`src/sv/rtc_three_wire_burst_master_unit_defines.svh`:
```
// ----------------------------------------------------------------------------
// RTC three-wire burst master assertion macros
// Shared concurrent assertion forms for the serial master.
// ----------------------------------------------------------------------------
`ifndef RTC_THREE_WIRE_BURST_MASTER_UNIT_DEFINES_SVH
`define RTC_THREE_WIRE_BURST_MASTER_UNIT_DEFINES_SVH

// The consequent must hold in the same cycle as the antecedent.
`define RTCB_ASSERT_IMP(label, clk, rst_n, ante, cons, msg) \
    label: assert property (@(posedge clk) disable iff (!rst_n) (ante) |-> (cons)) \
        else $error(msg);

// The consequent must hold in the cycle after the antecedent.
`define RTCB_ASSERT_NEXT(label, clk, rst_n, ante, cons, msg) \
    label: assert property (@(posedge clk) disable iff (!rst_n) (ante) |=> (cons)) \
        else $error(msg);

`endif

```
`src/sv/rtcb_pkg.sv`:
```
`timescale 1ns / 1ps
// ----------------------------------------------------------------------------
// RTC three-wire burst master package
// Sequence codes, command bytes and the beat types shared by the design.
// ----------------------------------------------------------------------------
package rtcb_pkg;

    localparam logic [1:0] C_KIND_TICK  = 2'd0;
    localparam logic [1:0] C_KIND_INIT  = 2'd1;
    localparam logic [1:0] C_KIND_WRITE = 2'd2;
    localparam logic [1:0] C_KIND_READ  = 2'd3;

    localparam logic [2:0] C_MODE_IDLE   = 3'd0;
    localparam logic [2:0] C_MODE_INIT   = 3'd1;
    localparam logic [2:0] C_MODE_WRITE  = 3'd2;
    localparam logic [2:0] C_MODE_READ   = 3'd3;
    localparam logic [2:0] C_MODE_REPAIR = 3'd4;

    localparam logic [7:0] C_CMD_PROTECT = 8'h8E;
    localparam logic [7:0] C_CMD_BURST_W = 8'hBE;
    localparam logic [7:0] C_CMD_BURST_R = 8'hBF;
    localparam logic [7:0] C_SEC_LIMIT   = 8'h61;
    localparam logic [7:0] C_ZERO_BYTE   = 8'h00;

    typedef struct packed {
        logic [1:0]  kind;
        logic [55:0] time_in;
        logic        io_in;
    } t_item;

    typedef struct packed {
        logic        chip_enable;
        logic        serial_clock;
        logic        io_out;
        logic        io_drive;
        logic        busy_res;
        logic        done_res;
        logic [55:0] time_out;
        logic        seconds_repaired;
    } t_result;

endpackage

```
`src/sv/rtcb_in_if.sv`:
```
`timescale 1ns / 1ps
// ----------------------------------------------------------------------------
// RTC burst master input channel
// Valid/ready channel carrying one input beat.
// ----------------------------------------------------------------------------
interface rtcb_in_if;
    logic        valid;
    logic        ready;
    logic [1:0]  kind;
    logic [55:0] time_in;
    logic        io_in;

    modport source (output valid, output kind, output time_in, output io_in, input ready);
    modport sink (input valid, input kind, input time_in, input io_in, output ready);
endinterface

```
`src/sv/rtcb_out_if.sv`:
```
`timescale 1ns / 1ps
// ----------------------------------------------------------------------------
// RTC burst master result channel
// Valid/ready channel carrying one result beat with the pin levels.
// ----------------------------------------------------------------------------
interface rtcb_out_if;
    logic        valid;
    logic        ready;
    logic        chip_enable;
    logic        serial_clock;
    logic        io_out;
    logic        io_drive;
    logic        busy_res;
    logic        done_res;
    logic [55:0] time_out;
    logic        seconds_repaired;

    modport source (
        output valid, output chip_enable, output serial_clock, output io_out,
        output io_drive, output busy_res, output done_res, output time_out,
        output seconds_repaired, input ready
    );
    modport sink (
        input valid, input chip_enable, input serial_clock, input io_out,
        input io_drive, input busy_res, input done_res, input time_out,
        input seconds_repaired, output ready
    );
endinterface

```
`src/sv/rtcb_core.sv`:
```
`timescale 1ns / 1ps
// ----------------------------------------------------------------------------
// RTC burst master sequencer core
// Holds the transfer state and advances it by one beat when stepped.
// ----------------------------------------------------------------------------
module rtcb_core
    import rtcb_pkg::*;
#(
    parameter int BURST_BYTES = 7
) (
    input  logic    i_clk,
    input  logic    i_rst_n,
    input  logic    i_step,
    input  t_item   i_item,
    output t_result o_result
);

    localparam logic [3:0] L_BB = 4'(BURST_BYTES);

    logic [2:0]  r_mode,  n_mode;
    logic [3:0]  r_byte,  n_byte;
    logic [2:0]  r_bit,   n_bit;
    logic        r_phase, n_phase;
    logic [7:0]  r_shift, n_shift;
    logic [55:0] r_tbuf,  n_tbuf;
    logic        r_ce,    n_ce;
    logic        r_rep,   n_rep;

    function automatic logic [3:0] f_seq_len(input logic [2:0] mode);
        logic [3:0] len;
        len = 4'd0;
        if (mode == C_MODE_INIT) len = 4'd2;
        else if (mode == C_MODE_READ) len = L_BB + 4'd1;
        else if (mode == C_MODE_WRITE || mode == C_MODE_REPAIR) len = L_BB + 4'd2;
        return len;
    endfunction

    function automatic logic [7:0] f_buf_byte(input logic [55:0] tb, input logic [2:0] k);
        logic [63:0] ext;
        ext = {8'h00, tb};
        return ext[{k, 3'b000} +: 8];
    endfunction

    function automatic logic f_is_read(input logic [2:0] mode, input logic [3:0] idx);
        return (mode == C_MODE_READ) && (idx >= 4'd1) && (idx <= L_BB);
    endfunction

    function automatic logic [7:0] f_to_send(input logic [2:0] mode, input logic [3:0] idx,
                                             input logic [55:0] tb);
        logic [7:0] val;
        logic [3:0] prev;
        prev = idx - 4'd1;
        val = C_ZERO_BYTE;
        if (idx == 4'd0) begin
            if (mode == C_MODE_INIT) val = C_CMD_PROTECT;
            else if (mode == C_MODE_READ) val = C_CMD_BURST_R;
            else val = C_CMD_BURST_W;
        end else if (mode == C_MODE_WRITE && idx <= L_BB) begin
            val = f_buf_byte(tb, prev[2:0]);
        end else if (mode == C_MODE_REPAIR && idx >= 4'd2 && idx <= L_BB) begin
            val = f_buf_byte(tb, prev[2:0]);
        end
        return val;
    endfunction

    logic       w_done;
    logic       w_active;
    logic       w_drive;
    logic [3:0] w_prev;

    always_comb begin
        n_mode  = r_mode;
        n_byte  = r_byte;
        n_bit   = r_bit;
        n_phase = r_phase;
        n_shift = r_shift;
        n_tbuf  = r_tbuf;
        n_ce    = r_ce;
        n_rep   = r_rep;
        w_done  = 1'b0;
        w_prev  = r_byte - 4'd1;
        if (i_step) begin
            if (r_mode == C_MODE_IDLE) begin
                unique case (i_item.kind)
                    C_KIND_INIT: begin
                        n_mode  = C_MODE_INIT;
                        n_shift = C_CMD_PROTECT;
                        n_ce    = 1'b1;
                    end
                    C_KIND_WRITE: begin
                        n_tbuf  = i_item.time_in;
                        n_mode  = C_MODE_WRITE;
                        n_shift = C_CMD_BURST_W;
                        n_ce    = 1'b1;
                    end
                    C_KIND_READ: begin
                        n_mode  = C_MODE_READ;
                        n_shift = C_CMD_BURST_R;
                        n_ce    = 1'b1;
                    end
                    default: begin
                    end
                endcase
                if (i_item.kind != C_KIND_TICK) begin
                    n_byte  = 4'd0;
                    n_bit   = 3'd0;
                    n_phase = 1'b0;
                end
            end else if (i_item.kind == C_KIND_TICK) begin
                if (!r_phase && r_ce && f_is_read(r_mode, r_byte)) begin
                    n_shift = {i_item.io_in, r_shift[7:1]};
                end
                if (!r_ce) begin
                    n_ce = 1'b1;
                end else if (r_byte >= f_seq_len(r_mode)) begin
                    n_ce    = 1'b0;
                    n_byte  = 4'd0;
                    n_bit   = 3'd0;
                    n_phase = 1'b0;
                    if (r_mode == C_MODE_READ) begin
                        n_rep = (f_buf_byte(r_tbuf, 3'd0) >= C_SEC_LIMIT);
                    end
                    if (r_mode == C_MODE_READ && n_rep) begin
                        n_mode  = C_MODE_REPAIR;
                        n_shift = C_CMD_BURST_W;
                    end else begin
                        n_mode = C_MODE_IDLE;
                        w_done = 1'b1;
                    end
                end else if (!r_phase) begin
                    n_phase = 1'b1;
                end else begin
                    n_phase = 1'b0;
                    if (!f_is_read(r_mode, r_byte)) begin
                        n_shift = {1'b0, n_shift[7:1]};
                    end
                    if (r_bit != 3'd7) begin
                        n_bit = r_bit + 3'd1;
                    end else begin
                        n_bit = 3'd0;
                        if (f_is_read(r_mode, r_byte) && r_byte <= 4'd7) begin
                            n_tbuf[{w_prev[2:0], 3'b000} +: 8] = n_shift;
                        end
                        n_byte  = r_byte + 4'd1;
                        n_shift = f_to_send(r_mode, n_byte, n_tbuf);
                    end
                end
            end
        end
        w_active = (n_mode != C_MODE_IDLE);
        w_drive  = w_active && (n_byte < f_seq_len(n_mode)) && !f_is_read(n_mode, n_byte);
    end

    always_ff @(posedge i_clk) begin
        if (!i_rst_n) begin
            r_mode  <= C_MODE_IDLE;
            r_byte  <= 4'd0;
            r_bit   <= 3'd0;
            r_phase <= 1'b0;
            r_shift <= 8'h00;
            r_tbuf  <= 56'h0;
            r_ce    <= 1'b0;
            r_rep   <= 1'b0;
        end else begin
            r_mode  <= n_mode;
            r_byte  <= n_byte;
            r_bit   <= n_bit;
            r_phase <= n_phase;
            r_shift <= n_shift;
            r_tbuf  <= n_tbuf;
            r_ce    <= n_ce;
            r_rep   <= n_rep;
        end
    end

    always_comb begin
        o_result.chip_enable      = n_ce;
        o_result.serial_clock     = w_active && n_phase;
        o_result.io_out           = w_drive && n_shift[0];
        o_result.io_drive         = w_drive;
        o_result.busy_res         = w_active;
        o_result.done_res         = w_done;
        o_result.time_out         = n_tbuf;
        o_result.seconds_repaired = n_rep;
    end

endmodule

```
`src/sv/rtc_three_wire_burst_master_unit.sv`:
```
`timescale 1ns / 1ps
// ----------------------------------------------------------------------------
// RTC three-wire burst master
// Drives a three-wire clock chip one pin phase per tick beat.
// ----------------------------------------------------------------------------
//  Channel    Dir   Beat contents
//  i_item     in    kind, time_in, io_in
//  o_result   out   pin levels, busy, done, time_out, seconds_repaired
//
// Every input beat produces exactly one result beat, one beat per cycle
// while the result channel is ready. A beat passes an input register,
// then the sequencer step and the result register.
// Reset is synchronous and active low; it clears all sequencer state.
// A stalled result register holds, and the input register keeps taking
// beats until it is full as well.
// ----------------------------------------------------------------------------
`include "rtc_three_wire_burst_master_unit_defines.svh"

module rtc_three_wire_burst_master_unit
    import rtcb_pkg::*;
#(
    parameter int BURST_BYTES = 7
) (
    input  logic    i_clk,
    input  logic    i_rst_n,
    rtcb_in_if.sink     i_item,
    rtcb_out_if.source  o_result
);

    logic    r_in_valid;
    t_item   r_in;
    logic    r_out_valid;
    t_result r_out;
    logic    w_move;
    t_result w_res;

    assign w_move       = r_in_valid && (!r_out_valid || o_result.ready);
    assign i_item.ready = !r_in_valid || w_move;

    always_ff @(posedge i_clk) begin
        if (!i_rst_n) begin
            r_in_valid <= 1'b0;
        end else if (i_item.ready) begin
            r_in_valid <= i_item.valid;
        end
    end

    always_ff @(posedge i_clk) begin
        if (i_item.ready && i_item.valid) begin
            r_in.kind    <= i_item.kind;
            r_in.time_in <= i_item.time_in;
            r_in.io_in   <= i_item.io_in;
        end
    end

    rtcb_core #(
        .BURST_BYTES(BURST_BYTES)
    ) u_core (
        .i_clk   (i_clk),
        .i_rst_n (i_rst_n),
        .i_step  (w_move),
        .i_item  (r_in),
        .o_result(w_res)
    );

    always_ff @(posedge i_clk) begin
        if (!i_rst_n) begin
            r_out_valid <= 1'b0;
        end else if (w_move) begin
            r_out_valid <= 1'b1;
        end else if (o_result.ready) begin
            r_out_valid <= 1'b0;
        end
    end

    always_ff @(posedge i_clk) begin
        if (w_move) begin
            r_out <= w_res;
        end
    end

    assign o_result.valid            = r_out_valid;
    assign o_result.chip_enable      = r_out.chip_enable;
    assign o_result.serial_clock     = r_out.serial_clock;
    assign o_result.io_out           = r_out.io_out;
    assign o_result.io_drive         = r_out.io_drive;
    assign o_result.busy_res         = r_out.busy_res;
    assign o_result.done_res         = r_out.done_res;
    assign o_result.time_out         = r_out.time_out;
    assign o_result.seconds_repaired = r_out.seconds_repaired;

    `RTCB_ASSERT_IMP(a_done_idle, i_clk, i_rst_n, r_out_valid && r_out.done_res,
        !r_out.busy_res && !r_out.chip_enable, "done beat while still busy")
    `RTCB_ASSERT_IMP(a_io_quiet, i_clk, i_rst_n, r_out_valid && !r_out.io_drive,
        !r_out.io_out, "data driven while line released")
    `RTCB_ASSERT_IMP(a_idle_clock, i_clk, i_rst_n, r_out_valid && !r_out.busy_res,
        !r_out.serial_clock && !r_out.chip_enable, "pins active while idle")
    `RTCB_ASSERT_NEXT(a_in_hold, i_clk, i_rst_n, r_in_valid && !w_move,
        r_in_valid, "held input beat lost")
    `RTCB_ASSERT_NEXT(a_out_fill, i_clk, i_rst_n, w_move,
        r_out_valid, "stepped beat missing from result register")

endmodule
```
`src/flat_wrapper.sv`:
```
// flat-port wrapper written by rule: the top's interface ports become plain ports
module rtc_three_wire_burst_master_unit_flat import rtcb_pkg::*;
#(
    parameter int BURST_BYTES = 7
)
  (i_clk, i_rst_n, i_item_valid, i_item_kind, i_item_time_in, i_item_io_in, i_item_ready, o_result_valid, o_result_chip_enable, o_result_serial_clock, o_result_io_out, o_result_io_drive, o_result_busy_res, o_result_done_res, o_result_time_out, o_result_seconds_repaired, o_result_ready);
  rtcb_in_if i_item_i ();
  rtcb_out_if o_result_i ();
  input  logic i_clk;
  input  logic i_rst_n;
  input wire logic [$bits(i_item_i.valid)-1:0] i_item_valid;
  input wire logic [$bits(i_item_i.kind)-1:0] i_item_kind;
  input wire logic [$bits(i_item_i.time_in)-1:0] i_item_time_in;
  input wire logic [$bits(i_item_i.io_in)-1:0] i_item_io_in;
  output wire logic [$bits(i_item_i.ready)-1:0] i_item_ready;
  output wire logic [$bits(o_result_i.valid)-1:0] o_result_valid;
  output wire logic [$bits(o_result_i.chip_enable)-1:0] o_result_chip_enable;
  output wire logic [$bits(o_result_i.serial_clock)-1:0] o_result_serial_clock;
  output wire logic [$bits(o_result_i.io_out)-1:0] o_result_io_out;
  output wire logic [$bits(o_result_i.io_drive)-1:0] o_result_io_drive;
  output wire logic [$bits(o_result_i.busy_res)-1:0] o_result_busy_res;
  output wire logic [$bits(o_result_i.done_res)-1:0] o_result_done_res;
  output wire logic [$bits(o_result_i.time_out)-1:0] o_result_time_out;
  output wire logic [$bits(o_result_i.seconds_repaired)-1:0] o_result_seconds_repaired;
  input wire logic [$bits(o_result_i.ready)-1:0] o_result_ready;
  assign i_item_i.valid = i_item_valid;
  assign i_item_i.kind = i_item_kind;
  assign i_item_i.time_in = i_item_time_in;
  assign i_item_i.io_in = i_item_io_in;
  assign i_item_ready = i_item_i.ready;
  assign o_result_valid = o_result_i.valid;
  assign o_result_chip_enable = o_result_i.chip_enable;
  assign o_result_serial_clock = o_result_i.serial_clock;
  assign o_result_io_out = o_result_i.io_out;
  assign o_result_io_drive = o_result_i.io_drive;
  assign o_result_busy_res = o_result_i.busy_res;
  assign o_result_done_res = o_result_i.done_res;
  assign o_result_time_out = o_result_i.time_out;
  assign o_result_seconds_repaired = o_result_i.seconds_repaired;
  assign o_result_i.ready = o_result_ready;
  rtc_three_wire_burst_master_unit #(.BURST_BYTES(BURST_BYTES)) u_core (.i_clk(i_clk), .i_rst_n(i_rst_n), .i_item(i_item_i), .o_result(o_result_i));
endmodule
```
`config.mk`:
```
export PLATFORM = sky130hd
export DESIGN_NAME = rtc_three_wire_burst_master_unit_flat
export DESIGN_NICKNAME = d
export VERILOG_FILES = /design/src/sv/rtcb_pkg.sv /design/src/sv/rtcb_in_if.sv /design/src/sv/rtcb_out_if.sv /design/src/sv/rtcb_core.sv /design/src/sv/rtc_three_wire_burst_master_unit.sv /design/src/flat_wrapper.sv
export VERILOG_INCLUDE_DIRS = /design/src /design/src/sv
export SDC_FILE = /design/constraint.sdc
export NUM_CORES = 1
export LEC_CHECK = 0
export ABC_AREA = 1
export BUFFER_PORTS_ARGS = -buffer_cell sky130_fd_sc_hd__buf_4
export CORE_MARGIN = 5
export CORE_UTILIZATION = 59
export DETAILED_ROUTE_END_ITERATION = 10
export PLACE_DENSITY = 0.82
export SYNTH_ARGS = -nofsm -noshare
export SYNTH_HDL_FRONTEND = slang
export SYNTH_HIERARCHICAL = 1
export SYNTH_SLANG_ARGS = --single-unit
```
`constraint.sdc`:
```
create_clock -name i_clk -period 8.5 [get_ports i_clk]
set_input_delay 2.55 -clock i_clk [delete_from_list [all_inputs] [get_ports i_clk]]
set_output_delay 2.55 -clock i_clk [all_outputs]
set_load 0.01 [all_outputs]
```
=== After elaboration in Yosys (flattened, before gate mapping) ===
Index checks and enable logic that the tools add are counted.

* Register bits: 201
* Logic and storage cells: 192

* Add/subtract/negate cells: 5
* Magnitude comparators: 9
* Equal/unequal tests: 14
* Shift-type cells: 3
* Muxes and demuxes: 98
* Bitwise logic cells: 3
* Reduce and logical (&&, ||, !) cells: 38

{| class="wikitable"
|+ Operators with widths
! operator !! count
|-
| 2-to-1 mux 56 bit || 16
|-
| 2-to-1 mux 8 bit || 18
|-
| 2-to-1 mux 4 bit || 18
|-
| variable part select 64 x 7 -> 8 bit || 1
|-
| bitwise mux 56 bit || 1
|-
| variable shift 8 x 8 -> 56 bit (first input constant) || 1
|-
| variable part select 8 x 8 -> 56 bit || 1
|-
| 2-to-1 mux 3 bit || 13
|-
| 2-to-1 mux 1 bit || 29
|-
| case mux 8 bit (3 select lines) || 1
|-
| logical AND 1 bit || 17
|-
| equality test 3 x 2 -> 1 bit (second input constant) || 4
|-
| less-or-equal comparator 4 x 3 -> 1 bit (second input constant) || 3
|-
| case mux 3 bit (3 select lines) || 1
|-
| >= comparator 4 x 1 -> 1 bit (second input constant) || 2
|-
| >= comparator 8 x 7 -> 1 bit (second input constant) || 1
|-
| negation 6 -> 8 bit || 1
|-
| nonzero test 2 bit || 4
|-
| equality test 3 x 1 -> 1 bit (second input constant) || 2
|-
| equality test 3 bit (second input constant) || 2
|-
| 2-to-1 mux 6 bit || 1
|-
| nonzero test 3 bit || 2
|-
| subtractor 3 x 1 -> 3 bit (second input constant) || 2
|-
| AND reduction 5 bit || 1
|-
| other kinds (19) || 28
|}

=== Logic depth before layout (Yosys ltp) ===
Gate-level depths: netlist (run 1).

* Depth in word-level cells: 37
* Gate-level depth with buffers: 26

=== Modules after synthesis ===
The synthesis (run 1) kept the hierarchy.

{| class="wikitable"
|+ By module, submodules not included
! module !! instances !! cells an instance !! area each (um^2) !! seq. area each (um^2)
|-
| rtcb_core || 1 || 1230 || 7367.1 || 1541.5
|-
| rtc_three_wire_burst_master_unit || 1 || 135 || 3758.6 || 3703.6
|}

=== Least setup slack after synthesis (run 1) ===
No wires, ideal clock.

* Kind: input to register
* Start point: in o_result_ready
* End point: reg u_core.r_out, in the netlist u_core/o_result.io_drive (data pin)
* Arrival time: 7.781 ns
* Required time: 8.249 ns
* Slack: 0.468 ns
* Stages: 14
* Buffers on the path: 1
* Cells stage by stage: inv_1 a21oi_1 inv_1 nor2_1 nand2_1 nand3_1 o21ai_1 xor2_1 o21ai_0 ha_1 nand2_1 nand2_1 inv_1 buf_4

* Word-level cells in the longest chain between the ends: 11
* Elaborated cells between the ends (all ways): 21
* Those cells by class: order compare: 3; eq/ne: 4; mux: 5; reduce/logical: 9

{| class="wikitable"
|+ Ends and longest elaborated chain
! what !! RTL line !! RTL
|-
| from (decl) || flat_wrapper.sv:25 || <nowiki>input wire logic [$bits(o_result_i.ready)-1:0] o_result_ready;</nowiki>
|-
| logical OR 1 bit (*) || rtc_three_wire_burst_master_unit.sv:37 || <nowiki>assign w_move = r_in_valid && (!r_out_valid || o_result.ready);</nowiki>
|-
| logical AND 1 bit (*) || rtc_three_wire_burst_master_unit.sv:37 ||
|-
| net u_core.w_move || rtc_three_wire_burst_master_unit.sv:34 || <nowiki>logic w_move;</nowiki>
|-
| 2-to-1 mux 3 bit || rtcb_core.sv:82 || <nowiki>if (i_step) begin</nowiki>
|-
| equality test 3 x 2 -> 1 bit / equality test 3 bit (equally long branches) || rtcb_core.sv:34 || <nowiki>else if (mode == C_MODE_WRITE || mode == C_MODE_REPAIR) len = L_BB + 4'd2;</nowiki>
|-
| logical OR 1 bit || rtcb_core.sv:34 ||
|-
| 2-to-1 mux 4 bit || rtcb_core.sv:34 ||
|-
| 2-to-1 mux 4 bit || rtcb_core.sv:33 || <nowiki>else if (mode == C_MODE_READ) len = L_BB + 4'd1;</nowiki>
|-
| 2-to-1 mux 4 bit || rtcb_core.sv:32 || <nowiki>if (mode == C_MODE_INIT) len = 4'd2;</nowiki>
|-
| < comparator 4 bit || rtcb_core.sv:151 || <nowiki>w_drive = w_active && (n_byte < f_seq_len(n_mode)) && !f_is_read(n_mode, n_byte);</nowiki>
|-
| logical AND 1 bit || rtcb_core.sv:151 ||
|-
| logical AND 1 bit (*) || rtcb_core.sv:151 ||
|-
| net u_core.u_core.w_drive || rtcb_core.sv:68 || <nowiki>logic w_drive;</nowiki>
|-
| to (signal assigned) || rtc_three_wire_burst_master_unit.sv:78 || <nowiki>r_out <= w_res;</nowiki>
|-
| to (decl) || rtc_three_wire_burst_master_unit.sv:33 || <nowiki>t_result r_out;</nowiki>
|}

The timed path passes the listed nets; every way through them passes the cells marked *.
A chain may end at the register's enable or synchronous reset.

=== Worst setup path after layout (run 1) ===
* Start point: in o_result_ready
* End point: out i_item_ready

* Word-level cells in the longest chain between the ends: 3

{| class="wikitable"
|+ Ends and longest elaborated chain
! what !! RTL line !! RTL
|-
| logical OR 1 bit || rtc_three_wire_burst_master_unit.sv:37 ||
|-
| logical AND 1 bit || rtc_three_wire_burst_master_unit.sv:37 ||
|-
| logical OR 1 bit || rtc_three_wire_burst_master_unit.sv:38 || <nowiki>assign i_item.ready = !r_in_valid || w_move;</nowiki>
|-
| to (decl) || flat_wrapper.sv:15 || <nowiki>output wire logic [$bits(i_item_i.ready)-1:0] i_item_ready;</nowiki>
|}

Every way passes these cells.

==> results.sh, run 1 <==
export IMPL_ys_top_cells_by_area="edfxtp_1, dfxtp_1, nand2_1"
export IMPL_overflow=0
export IMPL_cts_tree="yes"
export IMPL_final_antenna_net_count=0
export IMPL_p_switching_mw=0.606
export IMPL_cts_root_buf="clkbuf_16"
export IMPL_p_seq_frac=0.480
export IMPL_wirelength_microns=31500
export IMPL_postSynth_asyncResetShare=0
export IMPL_synthAdderAreaFrac=0.0191
export IMPL_ys_ff_latch=201
export IMPL_final_cell_mix="nand2_1, inv_1, buf_4"
export IMPL_powerDensity_nw_per_um2=184
export IMPL_worstHoldEndpoint="u_core/u_core/r_bit[1]"
export IMPL_synthSimpleGateAreaFrac=0.233
export IMPL_crit_path_end_kind="primary output"
export IMPL_slowest_stage="buf_4"
export IMPL_hpwl_microns=21800
export IMPL_synth_xor_area_frac=0.00304
export IMPL_grt_pass1_wl_microns=49800
export IMPL_yosysWarnings=6
export IMPL_grt_pass1_vias=9450
export IMPL_p_leak_nw=5.19
export IMPL_internal_power_mw=1.75
export IMPL_antennaDiodeCount=0
export IMPL_tightest_slew_ps=949
export IMPL_drive_above_1_share=0.161
export IMPL_cp_common_cell="buf_4"
export IMPL_grt_antenna_before_repair=0
export IMPL_arrival_ps=3060
export IMPL_relSlewSlack=0.366
export IMPL_r2r_start="u_core/u_core/r_byte[0]"
export IMPL_worst_slack_ps=2890
export IMPL_status="complete, no violations"
export IMPL_core_area_sq_um=18600
export IMPL_slowest_delay_ps=160
export IMPL_rrSetupSlack_ps=3060
export IMPL_holdPathStages=2
export IMPL_cap_violations=0
export IMPL_fin_nets=1529
export IMPL_synth_compound_gate_area_share=0.186
export IMPL_path_buf_inv=3
export IMPL_clock_sinks=201
export IMPL_setup_tns_final_ps=0
export IMPL_hold_path_class="reg2reg"
export IMPL_gp_congestion=1.02
export IMPL_r2r_end="u_core/u_core/r_tbuf[36]"
export IMPL_synthDistinctLibCells=55
export IMPL_chipHeight_microns=147
export IMPL_comb_power_share=0.129
export IMPL_cp_max_fo=3
export IMPL_critical_path_required_ps=5950
export IMPL_rows=50
export IMPL_netlist_area_leader_share=0.329
export IMPL_synth_edff_count=122
export IMPL_cts_resized=0
export IMPL_muxShareOfSynthArea=0
export IMPL_critical_path_top_delay_family="buffers and inverters"
export IMPL_worstPathCellList="buf_4, inv_1, nand3_2, buf_4"
export IMPL_clockBufferDepth=3
export IMPL_cts_setup_buffers=0
export IMPL_crit_type="in2out"
export IMPL_grt_max_degree=92
export IMPL_hold_start="u_core/u_core/r_bit[1]"
export IMPL_timing_hold_ws_ps=448
export IMPL_syn_nets=1445
export IMPL_total_power_mw=2.36
export IMPL_dp_slack_ps=2890
export IMPL_drtIter0Drc=1331
export IMPL_layout_commonest_cell="nand2_1"
export IMPL_drc=0
export IMPL_syn_area_sq_um=11100
export IMPL_swShare=0.257
export IMPL_cts_hold_buf=0
export IMPL_die_area_sq_um=21700
export IMPL_htreeDepth=1
export IMPL_viasPerCell=5.94
export IMPL_dominantRegCellSynth="edfxtp_1"
export IMPL_rsz0062_at_grt="false"
export IMPL_numCtsBuffers=22
export IMPL_worstSkewPairLatency_ps=520
export IMPL_drt_pass1_iterations=6
export IMPL_critPathLaunchType="input pin"
export IMPL_min_period_ps=5610
export IMPL_finalClockSkew_ps=25.5
export IMPL_port_buffers=127
export IMPL_vias=10094
export IMPL_post_route_period_util=0.661
export IMPL_reg2reg_depth=16
export IMPL_die_w_microns=147
export IMPL_yosysSeqAreaShare=0.471
export IMPL_synth_top_family_by_area="simple AND/OR/NAND/NOR gates"
export IMPL_io_pins=128
export IMPL_clock_fmax_mhz=178
export IMPL_grt_usage=0.283
export IMPL_syn_to_final_growth_pct=15.3
export IMPL_wl_per_cell_microns=18.5
export IMPL_hold_violations=0
export IMPL_post_synth_cell_area_avg_sq_um=8.15
export IMPL_syn_instance_count=1365
export IMPL_path_clk_slew_ps=60
export IMPL_start_util=0.597
export IMPL_pwr_share_clk=0.392
export IMPL_setup_viol=0
export IMPL_peakVddDrop_v=0.000184
export IMPL_yosysTopAreaCell="edfxtp_1"
export IMPL_slew_viol_final=0
## power groups by stage
stage               clock network (mW)  logic (mW)  registers [mW]
finish                           0.923       0.303            1.13
global route                     0.988       0.334            1.14
CTS                              0.941       0.300            1.13
detailed placement                   0       0.297            1.15
global placement                     0       0.291            1.15
floorplan                            0       0.183            1.15
## stage by stage
step / util / instance area [sq um] / std cells
final: 0.688 / 12800 / 1699
after global routing: 0.688 / 12800 / 1699
after CTS: 0.688 / 12800 / 1699
after detailed placement: 0.650 / 12100 / 1659
after global placement: 0.650 / 12100 / 1659
after floorplan: - / 11100 / 1365
## how the worst max path moves through the flow
stage	start	end	depth (start not counted)
after floorplan	o_result_ready	u_core/o_result.io_drive	14
after global placement	o_result_ready	i_item_ready	4
after detailed placement	o_result_ready	i_item_ready	4
after CTS	o_result_ready	i_item_ready	4
after global routing	u_core/u_core/r_byte[0]	u_core/u_core/r_tbuf[36]	16
final	o_result_ready	i_item_ready	4
## synth_stat cells, types with 2 or more instances
library cell and n:
nand2_4 2, nand3_2 6, nor2_2 6, nor3_1 4
o22ai_1 11, nand3_1 86, nand2_2 11, nand3b_1 2
ha_1 17, xor2_1 2, buf_6 2, buf_1 4
o32ai_1 2, buf_2 20, buf_4 6, o21ai_1 10
o211ai_1 36, inv_1 156, a21oi_1 92, or2_2 2
and2_1 54, a22oi_1 56, clkbuf_1 45, a31oi_1 2
edfxtp_1 122, a21oi_2 3, o21ai_2 6, nand2_1 304
nor3_2 2, nand4_2 2, o21ai_0 116, dfxtp_1 79
nand4_1 20, nor2_1 50, inv_2 7
## metal layers
metal	track usage	part of all wire	vias up
met5	0	0	-
met4	0.0694	0.023	0
met3	0.0518	0.095	63
met2	0.455	0.47	490
met1	0.401	0.42	4722
li1	-	-	4819
## kinds of logic after synthesis
kind of cell	Yosys count
AOI/OAI and AO/OA	344
buffers and inverters	242
DFF	201
xor gates and xnor gates	3
adders and majority gates	17
and+or+nand+nor	558
## area by class of cell
cell class | instances | area, sq um
clock buffer | 27 | 601
clock inverter | 13 | 105
fill | 1551 | 5810
inverter | 165 | 624
multi-input combinational | 922 | 4930
sequential | 201 | 5250
tap | 234 | 293
timing repair buffer | 137 | 1030
## worst min-delay path, delay by kind of cell (launching register included)
family	cells	cell delay, ps
flip-flops	1	310
buffers and inverters	1	50
AO/OA/AOI/OAI	1	50
## state kept, by name, summed over array words and instances (netlist names), 3 cells and up
signal and count:
u_core/u_core/r_mode 3, u_core/o_result.time_out 56, u_core/u_core/r_shift 8, u_core/u_core/r_byte 4
u_core/u_core/r_bit 3, u_core/u_core/r_tbuf 56, u_core/r_in 59
Note: power is estimated with default switching activity, not from simulation.
==> inputs of run 2 (changes only) <==
==> constraint.sdc (replaced) <==
create_clock -name i_clk -period 5.3 [get_ports i_clk]
set_input_delay 1.59 -clock i_clk [delete_from_list [all_inputs] [get_ports i_clk]]
set_output_delay 1.59 -clock i_clk [all_outputs]
set_load 0.01 [all_outputs]
==> run 2 against run 1 <==
  * Via count unchanged
  * Clock-buffer cell count down 1
  * Final cell count up 0.18%
  * Sequential power up 60%
  * Combinational power up 63%
  * Global-route usage up 1.9 points
  * Routed wire length up 5.2%
  * Worst setup slack worse by 1500 ps
  * Power up 65%
  * First-iteration DRC count down 21%
  * Largest cell class unchanged
  * Largest power group unchanged
==> results.sh, run 2 (synthesis results as in run 1) <==
export IMPL_vias=10094
export IMPL_swShare=0.259
export IMPL_pwr_share_clk=0.406
export IMPL_comb_power_share=0.127
export IMPL_hold_path_class="reg2reg"
export IMPL_hpwl_microns=23200
export IMPL_relSlewSlack=0.310
export IMPL_finalClockSkew_ps=20.4
export IMPL_fin_area_sq_um=12900
export IMPL_start_util=0.597
export IMPL_p_switching_mw=1.01
export IMPL_slowest_stage="ha_1"
export IMPL_powerDensity_nw_per_um2=302
export IMPL_die_w_microns=147
export IMPL_cts_hold_buf=0
export IMPL_clock_fmax_mhz=258
export IMPL_viasPerCell=5.93
export IMPL_crit_type="reg2reg"
export IMPL_tightest_slew_ps=1040
export IMPL_clockBufferDepth=3
export IMPL_grt_pass1_wl_microns=52700
export IMPL_placedInstanceArea_sq_um=12100
export IMPL_cts_tree="yes"
export IMPL_gp_congestion=1.00
export IMPL_slowest_delay_ps=450
export IMPL_critPathLaunchType="flop"
export IMPL_final_cell_mix="nand2_1, inv_1, buf_4"
export IMPL_multiInputGateArea_sq_um=4930
export IMPL_internal_power_mw=2.88
export IMPL_drtIter0Drc=1047
export IMPL_cp_common_cell="nand2_1"
export IMPL_core_area_sq_um=18600
export IMPL_fill_cells=1559
export IMPL_port_buffers=127
export IMPL_cts_setup_buffers=0
export IMPL_peakVddDrop_v=0.000280
export IMPL_post_route_period_util=0.731
export IMPL_min_period_ps=3870
export IMPL_grt_pass1_vias=9576
export IMPL_critical_path_top_delay_family="simple AND/OR/NAND/NOR gates"
export IMPL_layout_commonest_cell="nand2_1"
export IMPL_wirelength_microns=33100
export IMPL_wl_per_cell_microns=19.5
export IMPL_arrival_ps=4130
export IMPL_largest_register_ffs=59
export IMPL_p_seq_frac=0.466
export IMPL_cts_resized=0
export IMPL_setup_tns_final_ps=0
export IMPL_io_pins=128
export IMPL_final_antenna_net_count=0
export IMPL_path_buf_inv=5
export IMPL_die_area_sq_um=21700
export IMPL_register_area_sq_um=5250
export IMPL_drc=0
export IMPL_rows=50
export IMPL_fin_nets=1532
export IMPL_setup_viol=0
export IMPL_antennaDiodeCount=0
export IMPL_worstPathCellList="inv_1, buf_4, ha_1, nand2_1, inv_1, nand2_1, inv_1, nor3_1, nand2_1, inv_2, nand2_1, nand3_1, nand3_1, nand2_1, nand2_1, nand3_1, nand2_1, nand2_1, nand2_1, nand2_1, a21oi_1"
export IMPL_critical_path_required_ps=5560
export IMPL_clock_sinks=201
export IMPL_rsz0062_at_grt="false"
export IMPL_syn_to_final_growth_pct=15.8
export IMPL_grt_max_degree=108
export IMPL_cts_root_buf="clkbuf_16"
export IMPL_crit_path_end_kind="flop"
export IMPL_path_clk_slew_ps=60
export IMPL_worstSkewPairLatency_ps=520
export IMPL_regMostFlops="u_core/r_in"
export IMPL_status="complete, no violations"
export IMPL_hold_violations=0
export IMPL_p_leak_nw=5.21
export IMPL_numCtsBuffers=22
export IMPL_slew_viol_final=0
export IMPL_overflow=0
export IMPL_htreeDepth=1
export IMPL_cp_max_fo=28
export IMPL_grt_usage=0.302
export IMPL_grt_antenna_before_repair=0
export IMPL_drive_above_1_share=0.161
export IMPL_chipHeight_microns=147
export IMPL_drt_pass1_iterations=5
export IMPL_cap_violations=0
## run 2: cell types whose count changed in the layout (fill, tap and decap cells not counted)
cell        previous run  this run
inv_8                  0         1
clkbuf_16             23        22
clkinv_2               7         3
dfxtp_2                1         0
buf_4                137       140
clkinvlp_4             1         2
bufinv_16              1         3
clkinv_1               3         4
dfxtp_1               78        79
## run 2: final timing paths
check | from | slack (ps) | cells after the start | to
worst min-delay path | u_core/u_core/r_bit[2] | 460 | 2 | u_core/u_core/r_bit[2]
worst max-delay path | u_core/u_core/r_byte[0] | 1430 | 21 | u_core/o_result.io_out
worst min register to register | u_core/u_core/r_bit[2] | 460 | 2 | u_core/u_core/r_bit[2]
worst max register to register | u_core/u_core/r_byte[0] | 1430 | 21 | u_core/o_result.io_out
## run 2: area by class of cell
class | instances | area share
tap | 234 | 0.0227
inverter | 165 | 0.0484
clock inverter | 14 | 0.0130
timing repair buffer | 140 | 0.0816
clock buffer | 26 | 0.0447
sequential | 201 | 0.407
multi-input combinational | 922 | 0.383
## run 2: worst min-delay path: cells and delay by family, from the launching register on
family	cells	cell delay (ps)
DFF	1	320
AOI/OAI and AO/OA	1	50
buffers and inverters	1	50
## run 2: power groups by stage
stage	clock [mW]	sequential, mW	combinational [mW]
after floorplan	0	1.85	0.293
after detailed placement	0	1.85	0.486
final	1.58	1.81	0.495
after global routing	1.68	1.82	0.546
after CTS	1.60	1.81	0.490
after global placement	0	1.84	0.475
## run 2: metal layers
metal / GRT usage / vias up / part of all wire
met5: 0 / - / 0
met4: 0.0704 / 0 / 0.024
met3: 0.0512 / 57 / 0.086
met2: 0.491 / 450 / 0.47
met1: 0.427 / 4767 / 0.42
li1: - / 4820 / -
## run 2: stage by stage
stage                     setup WS [ps]  std cells  hold WS, ps  utilization  power [mW]
after floorplan                     560       1365          427            -        2.14
after global placement             1300       1662          443        0.651        2.32
after detailed placement           1220       1662          451        0.651        2.33
after CTS                          1470       1702          460        0.691        3.90
after global routing               1100       1702          476        0.691        4.04
final                              1430       1702          464        0.691        3.89
